### src/pfdc_pkg.sv
// Shared widths, reset values and constants for the PWM frequency and duty capture block.
package pfdc_pkg;

    localparam int COUNTER_WIDTH_DEF = 16;
    localparam int RATE_W            = 24;
    localparam int DUTY_W            = 7;
    localparam int TICKS_W           = 16;
    localparam int QUEUE_DEPTH       = 2;

    localparam logic [RATE_W-1:0] TICK_RATE_RESET = 24'd1000000;
    localparam logic [DUTY_W-1:0] PERCENT_FULL    = 7'd100;

    typedef logic [RATE_W-1:0] t_rate;

endpackage

### src/pfdc_queue.sv
// Short first-in first-out queue of measurements between the capture front and the divider.
module pfdc_queue
    import pfdc_pkg::*;
#(
    parameter int W     = 2 * COUNTER_WIDTH_DEF,
    parameter int DEPTH = QUEUE_DEPTH
) (
    input  logic         i_clk,
    input  logic         i_rst_n,
    input  logic         i_push_valid,
    output logic         o_push_ready,
    input  logic [W-1:0] i_push_data,
    output logic         o_pop_valid,
    input  logic         i_pop_ready,
    output logic [W-1:0] o_pop_data
);

    localparam int PTR_W = (DEPTH > 1) ? $clog2(DEPTH) : 1;
    localparam int CNT_W = $clog2(DEPTH + 1);

    logic [W-1:0]     r_mem [DEPTH];
    logic [PTR_W-1:0] r_wr_ptr;
    logic [PTR_W-1:0] r_rd_ptr;
    logic [CNT_W-1:0] r_count;
    logic             do_push;
    logic             do_pop;

    assign o_push_ready = (r_count != CNT_W'(DEPTH));
    assign o_pop_valid  = (r_count != '0);
    assign o_pop_data   = r_mem[r_rd_ptr];
    assign do_push      = i_push_valid & o_push_ready;
    assign do_pop       = o_pop_valid & i_pop_ready;

    always_ff @(posedge i_clk) begin
        if (do_push) begin
            r_mem[r_wr_ptr] <= i_push_data;
        end
    end

    always_ff @(posedge i_clk) begin
        if (!i_rst_n) begin
            r_wr_ptr <= '0;
            r_rd_ptr <= '0;
            r_count  <= '0;
        end else begin
            if (do_push) begin
                r_wr_ptr <= (r_wr_ptr == PTR_W'(DEPTH - 1)) ? '0 : r_wr_ptr + 1'b1;
            end
            if (do_pop) begin
                r_rd_ptr <= (r_rd_ptr == PTR_W'(DEPTH - 1)) ? '0 : r_rd_ptr + 1'b1;
            end
            if (do_push && !do_pop) begin
                r_count <= r_count + 1'b1;
            end else if (do_pop && !do_push) begin
                r_count <= r_count - 1'b1;
            end
        end
    end

endmodule

### config.mk
export PLATFORM = sky130hd
export DESIGN_NAME = pfdc_queue
export DESIGN_NICKNAME = d
export VERILOG_FILES = /design/src/pfdc_pkg.sv /design/src/pfdc_queue.sv
export SDC_FILE = /design/constraint.sdc
export NUM_CORES = 1
export LEC_CHECK = 0
export ABC_CLOCK_PERIOD_IN_PS = 1800
export BUFFER_PORTS_ARGS = -buffer_cell sky130_fd_sc_hd__buf_2
export CORE_UTILIZATION = 35
export DETAILED_ROUTE_END_ITERATION = 12
export SETUP_SLACK_MARGIN = 0.1
export SLEW_MARGIN = 20
export SYNTH_ARGS = -nofsm -noshare
export SYNTH_HDL_FRONTEND = slang
export SYNTH_SLANG_ARGS = --single-unit
### constraint.sdc
create_clock -name i_clk -period 1.8 [get_ports i_clk]
set_input_delay 0.09 -clock i_clk [delete_from_list [all_inputs] [get_ports i_clk]]
set_output_delay 0.09 -clock i_clk [all_outputs]
set_load 0.05 [all_outputs]
==> impl_results.md, run 1 <==
- Worst Hold Class: input pin to register
- P&R area growth vs syn: 41.69%
- Ys flop type: edfxtp_1
- DIE AREA: 7634 um^2
- Post-Synth Simple-Gate Area: 2.550%
- Reg clk slew, reported paths: 0.06 ns
- Via count: 1460
- Post-DP HPWL: 2667 um
- Core region area: 6907 um^2
- DRC violations left: 0
- Crit Path Class: register to primary output
- Critical path required time: 1.71 ns
- Commonest non-fill, non-tap cell in the layout: buf_2
- Largest family of logic cells by synthesized area: multiplexers
- Worst-path fanout max: 32
- Synth Area in Compound Gates: 1.373%
- Final period util: 88.11%
- # diodes: 0
- YS warnings: 0
- Crit path cell chain: buf_12 -> mux2_2 -> buf_2
- Worst reg2reg path depth: 5
- Power per Cell Area: 1530 nW/um^2
- First-pass GRT wire length: 6782 um
- Synth unique cells: 21
- Routed length per placed instance: 13.36 um
- Seq/Total Area, Yosys: 79.25%
- Leading cell types in the layout, fill and taps excluded: 69 x buf_2, 64 x edfxtp_1, 32 x dlygate4sd3_1
- Worst Setup Slack, final: 0.2140 ns
- Setup bufs post-CTS: 0
- EDFF count, synth: 64
- RePlAce Congestion: 0.6779
- Sink Count: 69
- Synth Area in XOR/XNOR: 1.030%
- Clock Skew: around 0.006 ns
- Nature of the critical path endpoint: primary output
- RSZ-0062 raised after global routing: no
- H-tree Lvls: 3
- Yosys top cell by area: edfxtp_1
- Layout cells sized above 1: 50.42%
- GRT Resource Usage Total: 12.42%
- FF-to-FF End: r_count[1]
- Initial Util: 36.94%
- Mean Syn Cell Area: 20.57 um^2
- Critical path's slowest cell: mux2_2
- Worst R2R Start: r_count[0]
- Layout Nets: ~270
- Rows: 30
- Clock latency on the worst-skew pair: around 0.34 ns
- CP Data Arrival Time: 1.50 ns
- TNS Setup: 0 ns
- Worst slew pin tran: 0.2696 ns
- Max Freq: between 0.6 and 0.7 GHz
- Post-Place Setup Slack: 0.2482 ns
- Cells after synthesis: 124
- Number of synthesized register bits: 69
- I/O Pins: 70
- Ys async rst share: 0%
- Netlist Area Pre-Place: 2551 um^2
- CTS tree: built
- Final hold vios: 0
- Root Driver: clkbuf_8
- Starting DRT DRC Count: 43
- Synth Area in Adders: 0.4904%
- Die height: 87.38 um
- I/O Buffers: 69
- Reg-to-reg slack, setup: roughly 0.25 ns
- Maxcap violations: 0
- Vias per cell: 4.345
- Crit start category: register
- Leak: 1.361 nW
- Synth area leaders: edfxtp_1 75%, mux2_2 13%, dfxtp_1 3.9%, and2_1 0.98%, buf_4 0.88%
- Finish-stage setup viols: 0
- Critical Path Max Stage Delay: about 0.37 ns
- Max-Slew Margin vs Limit: 82.15%
- Largest net degree at the start of global routing: 33
- Post-synthesis mux area share: 14.12%
- GRT Residual Overflow: 0
- Final WL: 4490 um
- Remaining antenna violation count: 0
- Area share of the largest cell type after synthesis: 75.33%
- Initial antenna violation count: 0
- TritonRoute pass-1 iters: 4
- CTS buffer count: 9
- Final max-slew violation count: 0
- Clk buf depth: 2
- CP endpoint: o_pop_data[1]
- Fill cells: 616
- Die X: 87.38 um
- VDD IR max: ~0.73 mV
- Minimum clock period after layout: 1.586 ns
- Status: finished clean
- Syn nets: between 150 and 200
- Vias in the first global route: 1484
## metal layers
| layer | track usage, % | up-vias | routed length (um) |
|---|---|---|---|
| li1 | - | 703 | - |
| met1 | 12.67 | 705 | 1821 |
| met2 | 22.09 | 42 | 2367 |
| met3 | 3.128 | 10 | 199 |
| met4 | 8.793 | 0 | 102 |
| met5 | 0 | - | 0 |
## power by group
group	switching, mW	leakage (nW)	internal [mW]	total (mW)
clock network	0.559	0.118	0.921	1.48
registers	0.0709	0.639	2.01	2.08
logic	1.34	0.604	0.632	1.97
total	1.97	1.36	3.56	5.53
## final cells by class
class                   count  area [um^2]  share of cell area, %
clock buffers              10        127.6                  3.531
multi-input cells          50        500.5                  13.85
clock inverters             6        111.4                  3.081
inverters                   1        7.507                 0.2077
flip-flops and latches     69         2022                  55.94
repair buffers            104        725.7                  20.08
well taps                  96        120.1                  3.323
## critical path: cells and delay by family (launching register included)
kind                   cells  cell delay [ns]
buffers and inverters      2             0.43
flip-flops                 1             0.35
multiplexers               1             0.37
## flip-flops by register name (all words and copies together), names as in the netlist, named ones only
| name | cells |
|---|---|
| r_count | 2 |
| r_rd_ptr | 1 |
| r_mem | 64 |
| r_wr_ptr | 1 |
## timing repair
action                                 CTS  global route
hold buffers                            32             0
endpoints found under the hold margin   64             0
resized for setup                        0             0
## synth_stat cells (2+ instances only)
| library cell | instances |
|---|---|
| mux2_1 | 2 |
| mux2_2 | 30 |
| xnor2_1 | 2 |
| dfxtp_1 | 5 |
| and2_1 | 4 |
| edfxtp_1 | 64 |
| buf_4 | 3 |
## per-stage QoR
step	std cells	hold WS [ns]	utilization, %	power (mW)	instance area [um^2]
finish	336	0.02330	52.34	5.529	3615
global route	336	0.02936	52.34	5.757	3615
CTS	336	0.01557	52.34	5.590	3615
detailed placement	288	0.2818	44.24	4.048	3055
global placement	288	0.2792	44.24	4.036	3055
floorplan	124	0.1889	-	3.614	2556
## worst min-delay path by stage
stage	startpoint	endpoint	slack, ns	cells after the start
global placement	i_push_data[21]	r_mem[1][21]	0.28	1
detailed placement	i_push_data[5]	r_mem[0][5]	0.28	1
CTS	i_rst_n	r_count[0]	0.02	2
global route	i_rst_n	register	0.03	2
floorplan	i_push_data[0]	r_mem[0][0]	0.19	0
finish	i_rst_n	register	0.02	2
## kinds of logic (layout without fill, tap and decap cells)
group           after synthesis  after routing
mux                          32             32
buf+inv                       5            121
xor+xnor                      3              3
flops                        69             69
fa+ha+maj                     1              1
simple gates                  9              9
compound gates                5              5
Power figures use the tool's default switching activity.
==> run 2: changes to the inputs <==
--- a/config.mk
+++ b/config.mk
@@ -5,7 +5,6 @@
 export SDC_FILE = /design/constraint.sdc
 export NUM_CORES = 1
 export LEC_CHECK = 0
-export ABC_CLOCK_PERIOD_IN_PS = 1800
 export BUFFER_PORTS_ARGS = -buffer_cell sky130_fd_sc_hd__buf_2
 export CORE_UTILIZATION = 35
 export DETAILED_ROUTE_END_ITERATION = 12
==> constraint.sdc (replaced) <==
create_clock -name i_clk -period 2 [get_ports i_clk]
set_input_delay 0.1 -clock i_clk [delete_from_list [all_inputs] [get_ports i_clk]]
set_output_delay 0.1 -clock i_clk [all_outputs]
set_load 0.05 [all_outputs]
==> impl_results.md, run 2 (same netlist as run 1, synthesis figures left out) <==
- Worst slew pin tran: 0.2834 ns
- Largest regs: r_mem (64), r_count (2)
- First-pass GRT wire length: 6824 um
- P_int: 3.196 mW
- P&R area growth vs syn: 41.49%
- Largest net degree at the start of global routing: 33
- Most used routing layer: met2
- Finish-stage setup viols: 0
- Maxcap violations: 0
- Sw frac: 35.64%
- Post-DP HPWL: 2662 um
- Rows: 30
- I/O Pins: 70
- Met2 global-route usage: between 20% and 30%
- Met1 usage: 13.83%
- Layout Cells excl Fill: 336
- Final WL: roughly 4500 um
- Crit Path Class: register to primary output
- Post-route cell area: 3610 um^2
- Post-CTS Resized: 0
- Combinational power share: 35.8%
- Starting DRT DRC Count: 69
- Worst Hold Class: input pin to register
- Vias in the first global route: 1476
- Nature of the critical path endpoint: primary output
- I/O Buffers: 69
- Layout cells sized above 1: 50.83%
- Clock Skew: 0.008655 ns
- Initial Util: between 30% and 40%
- Commonest non-fill, non-tap cell in the layout: buf_2
- Routed length per placed instance: 13.45 um
- Power per Cell Area: 1376 nW/um^2
- Reg clk slew, reported paths: roughly 0.070 ns
- Crit start category: register
- TNS Setup: 0 ns
- Clk buf depth: 2
- RePlAce Congestion: 0.6728
- H-tree Lvls: 3
- Hold Path Origin: i_rst_n
- Clock Power Share: 26.6%
- Vias per cell: 4.310
- Leading cell types in the layout, fill and taps excluded: 69 x buf_2, 64 x edfxtp_1, 32 x dlygate4sd3_1
- Worst R2R Start: r_count[0]
- CTS buffer count: 9
- Root Driver: clkbuf_8
- Via count: ~1400
- TritonRoute pass-1 iters: 4
- Remaining antenna violation count: 0
- Layout Nets: 272
- GRT Residual Overflow: 0
- Critical path required time: between 1.5 and 2 ns
- Largest register by flop count: r_mem
- Max Freq: between 0.6 and 0.7 GHz
- Status: finished clean
- Final core utilization: approximately 52%
- Leak: 1.373 nW
- Die X: 87.38 um
- Core region area: 6907 um^2
- Initial antenna violation count: 0
- VDD IR max: 0.7173 mV
- Clock latency on the worst-skew pair: 0.33 ns
- Sink Count: 69
- Placed cell area: slightly above 3000 um^2
- RSZ-0062 raised after global routing: no
- Die height: 87.38 um
- Final period util: 81.01%
- Final max-slew violation count: 0
- # diodes: 0
- DIE AREA: 7634 um^2
- Final hold vios: 0
- DRC violations left: 0
- CTS tree: built
- GRT Resource Usage Total: 12.70%
- Worst-path fanout max: 32
- Max reg flops: 64
- Placed insts: 288
- Max-Slew Margin vs Limit: between 80 and 90%
- Psw: 1.770 mW
- CP Data Arrival Time: roughly 1.5 ns
- Met3 Use GR: 4.929%
- Sequential power share: 37.6%
- Minimum clock period after layout: approximately 1.6 ns
-- run 2: power by group through the flow --
stage	logic, mW	clock network (mW)	registers [mW]
final	1.78	1.32	1.87
after global routing	1.88	1.43	1.89
after CTS	1.79	1.36	1.87
after detailed placement	1.74	0	1.90
after global placement	1.74	0	1.89
after floorplan	1.36	0	1.89
-- run 2: timing repair --
item	4_1_cts	5_1_grt
hold buffers	32	0
hold endpoints to repair	64	0
setup buffers	0	0
endpoints found under the setup margin	0	0
-- run 2: path summary, 6_finish.rpt --
check | to | slack [ns] | depth (start not counted)
min | r_count[0] | 0.03 | 2
max reg2reg | r_count[1] | 0.45 | 5
min reg2reg | r_count[1] | 0.55 | 2
max | o_pop_data[1] | 0.38 | 3
-- run 2: worst max-delay path, stage by stage, from the launching register on --
cell,delay (ns)
dfxtp_1,0.36
buf_12,0.23
mux2_2,0.37
buf_2,0.21
-- run 2: layout make-up --
cell class	count	area, um^2
well taps	96	120.1
clock buffers	9	123.9
repair buffers	104	725.7
fillers	608	3297
flip-flops and latches	69	2022
clock inverters	7	113.9
multi-input cells	50	500.5
inverters	1	3.754
-- run 2: per-layer routing --
metal	up-vias	wire [um]
li1	703	-
met4	0	62
met2	40	2260
met1	699	1912
met3	6	284
met5	-	0
-- run 2: per-stage QoR --
stage / hold WS, ns / worst slack [ns] / total power [mW]
6_report: 0.02759 / 0.3798 / 4.966
5_1_grt: 0.02869 / 0.3131 / 5.192
4_1_cts: 0.01581 / 0.3635 / 5.018
3_5_place_dp: 0.2912 / 0.4619 / 3.640
3_3_place_gp: 0.2893 / 0.4791 / 3.630
2_1_floorplan: 0.1989 / 0.2168 / 3.250
==> run 3: changes to the inputs <==
==> constraint.sdc (replaced) <==
create_clock -name i_clk -period 1.7 [get_ports i_clk]
set_input_delay 0.085 -clock i_clk [delete_from_list [all_inputs] [get_ports i_clk]]
set_output_delay 0.085 -clock i_clk [all_outputs]
set_load 0.05 [all_outputs]
==> impl_results.md, run 3 (same netlist as run 1, synthesis figures left out) <==
- GRT Residual Overflow: 0
- Max-Slew Margin vs Limit: 82.55%
- Nature of the critical path endpoint: primary output
- Rows: 30
- Fill cells: 610
- Hold slack: 0.01695 ns
- CTS buffer count: 9
- Clock Power Share: 24.5%
- RePlAce Congestion: 0.6608
- Post-route cell area: 3636 um^2
- First-pass GRT wire length: 6479 um
- VDD IR max: 0.7770 mV
- Critical path required time: around 1.6 ns
- Clk buf depth: 2
- Critical path's slowest cell: dfxtp_4
- Routed length per placed instance: 13.67 um
- Vias per cell: 4.334
- RSZ-0062 raised after global routing: yes
- Crit path cell chain: buf_12 -> mux2_2 -> buf_2
- Clock latency on the worst-skew pair: 0.34 ns
- Leak: 1.372 nW
- Minimum clock period after layout: 1.533 ns
- Power per Cell Area: 1594 nW/um^2
- Leading cell types in the layout, fill and taps excluded: 68 x buf_2, 64 x edfxtp_1, 32 x dlygate4sd3_1
- Remaining antenna violation count: 0
- Combinational power share: 37.2%
- CP Data Arrival Time: 1.45 ns
- Via count: 1465
- Initial Util: 36.94%
- Core region area: ~6900 um^2
- GRT Resource Usage Total: 12.20%
- I/O Pins: 70
- Sequential power share: 38.3%
- Critical Path Max Stage Delay: 0.39 ns
- Starting DRT DRC Count: 76
- Largest register by flop count: r_mem
- Post-DP HPWL: 2579 um
- Die height: ~87 um
- Sink Count: 69
- P_int: 3.686 mW
- Layout Nets: 274
- Finish-stage setup viols: 0
- Tot Pwr: 5.795 mW
- Vias in the first global route: 1385
- Largest regs: r_mem (64), r_count (2)
- Final max-slew violation count: 0
- Area occupied by multi-input gates: between 500 and 600 um^2
- Psw: about 2.1 mW
- Die X: 87.38 um
- Max Freq: 0.6524 GHz
- TritonRoute pass-1 iters: 4
- Crit start category: register
- Setup bufs post-CTS: 0
- Root Driver: clkbuf_8
- H-tree Lvls: 3
- DIE AREA: 7634 um^2
- Maxcap violations: 0
- Final hold vios: 0
- # diodes: 0
- Placed cell area: slightly above 3000 um^2
- Crit path buffers/inverters: 2
- Crit Path Class: register to primary output
- Final period util: 90.17%
- Commonest non-fill, non-tap cell in the layout: buf_2
- Register area: 2028 um^2
- I/O Buffers: 69
- Layout cells sized above 1: 52.48%
- Worst slew pin tran: 0.2636 ns
- Final WL: roughly 4600 um
- Worst Hold Class: input pin to register
- P&R area growth vs syn: 42.52%
- Sw frac: 36.40%
- TNS Setup: 0 ns
- Reg clk slew, reported paths: 0.07 ns
- CP delay by family, top: flip-flops
- Worst-path fanout max: 16
- Status: finished clean
- Largest net degree at the start of global routing: 33
- Max reg flops: 64
- DRC violations left: 0
- Initial antenna violation count: 0
- Clock Skew: between 0.01 and 0.015 ns
- CTS tree: built
==> run 3: what timing repair did <==
| item | in CTS | in global routing |
|---|---|---|
| setup endpoints to repair | 3 | 33 |
| hold buffers | 32 | 0 |
| gates cloned | 0 | 2 |
| resized for setup | 0 | 5 |
| hold endpoints to repair | 64 | 0 |
==> run 3: stage by stage <==
| step | util (%) | worst slack [ns] | instances |
|---|---|---|---|
| finish | 52.64 | 0.1671 | 338 |
| global route | 52.64 | 0.09840 | 338 |
| CTS | 51.99 | 0.09636 | 336 |
| detailed placement | 44.24 | 0.1352 | 288 |
| global placement | 44.24 | 0.1837 | 288 |
| floorplan | - | 0.1003 | 124 |
==> run 3: power groups by stage <==
stage / logic (mW) / clock network, mW / registers (mW)
global placement: 2.05 / 0 / 2.23
floorplan: 1.61 / 0 / 2.22
CTS: 2.11 / 1.45 / 2.20
detailed placement: 2.05 / 0 / 2.24
finish: 2.16 / 1.42 / 2.22
global route: 2.27 / 1.54 / 2.24
==> run 3: final timing paths <==
kind,startpoint,endpoint,slack (ns),depth (start not counted)
setup / recovery,register,o_pop_data[28],0.17,3
hold / removal,i_rst_n,register,0.02,2
setup reg to reg,r_count[0],r_count[1],0.17,5
hold reg to reg,r_count[1],r_count[1],0.52,2
==> run 3: final cells by class <==
cell class	count	area share, %
flip-flops and latches	69	55.78
repair buffers	106	21.03
multi-input cells	50	13.76
clock buffers	10	3.510
well taps	96	3.304
clock inverters	6	2.409
inverters	1	0.2065
==> run 3: worst register-to-register path, stage by stage (launching register included) <==
cell and delay (ns):
dfxtp_2 0.35, nand2b_4 0.15, and2_1 0.16, ha_1 0.33, or3_1 0.35, a21boi_1 0.13
==> run 3: routing by layer <==
metal  wire length (um)  vias to the layer above  global-route usage, %
li1                   -                      705                      -
met1               1860                      715                  12.31
met2               2457                       41                  20.60
met3                269                        4                  5.687
met4                 34                        0                  7.154
met5                  0                        -                      0
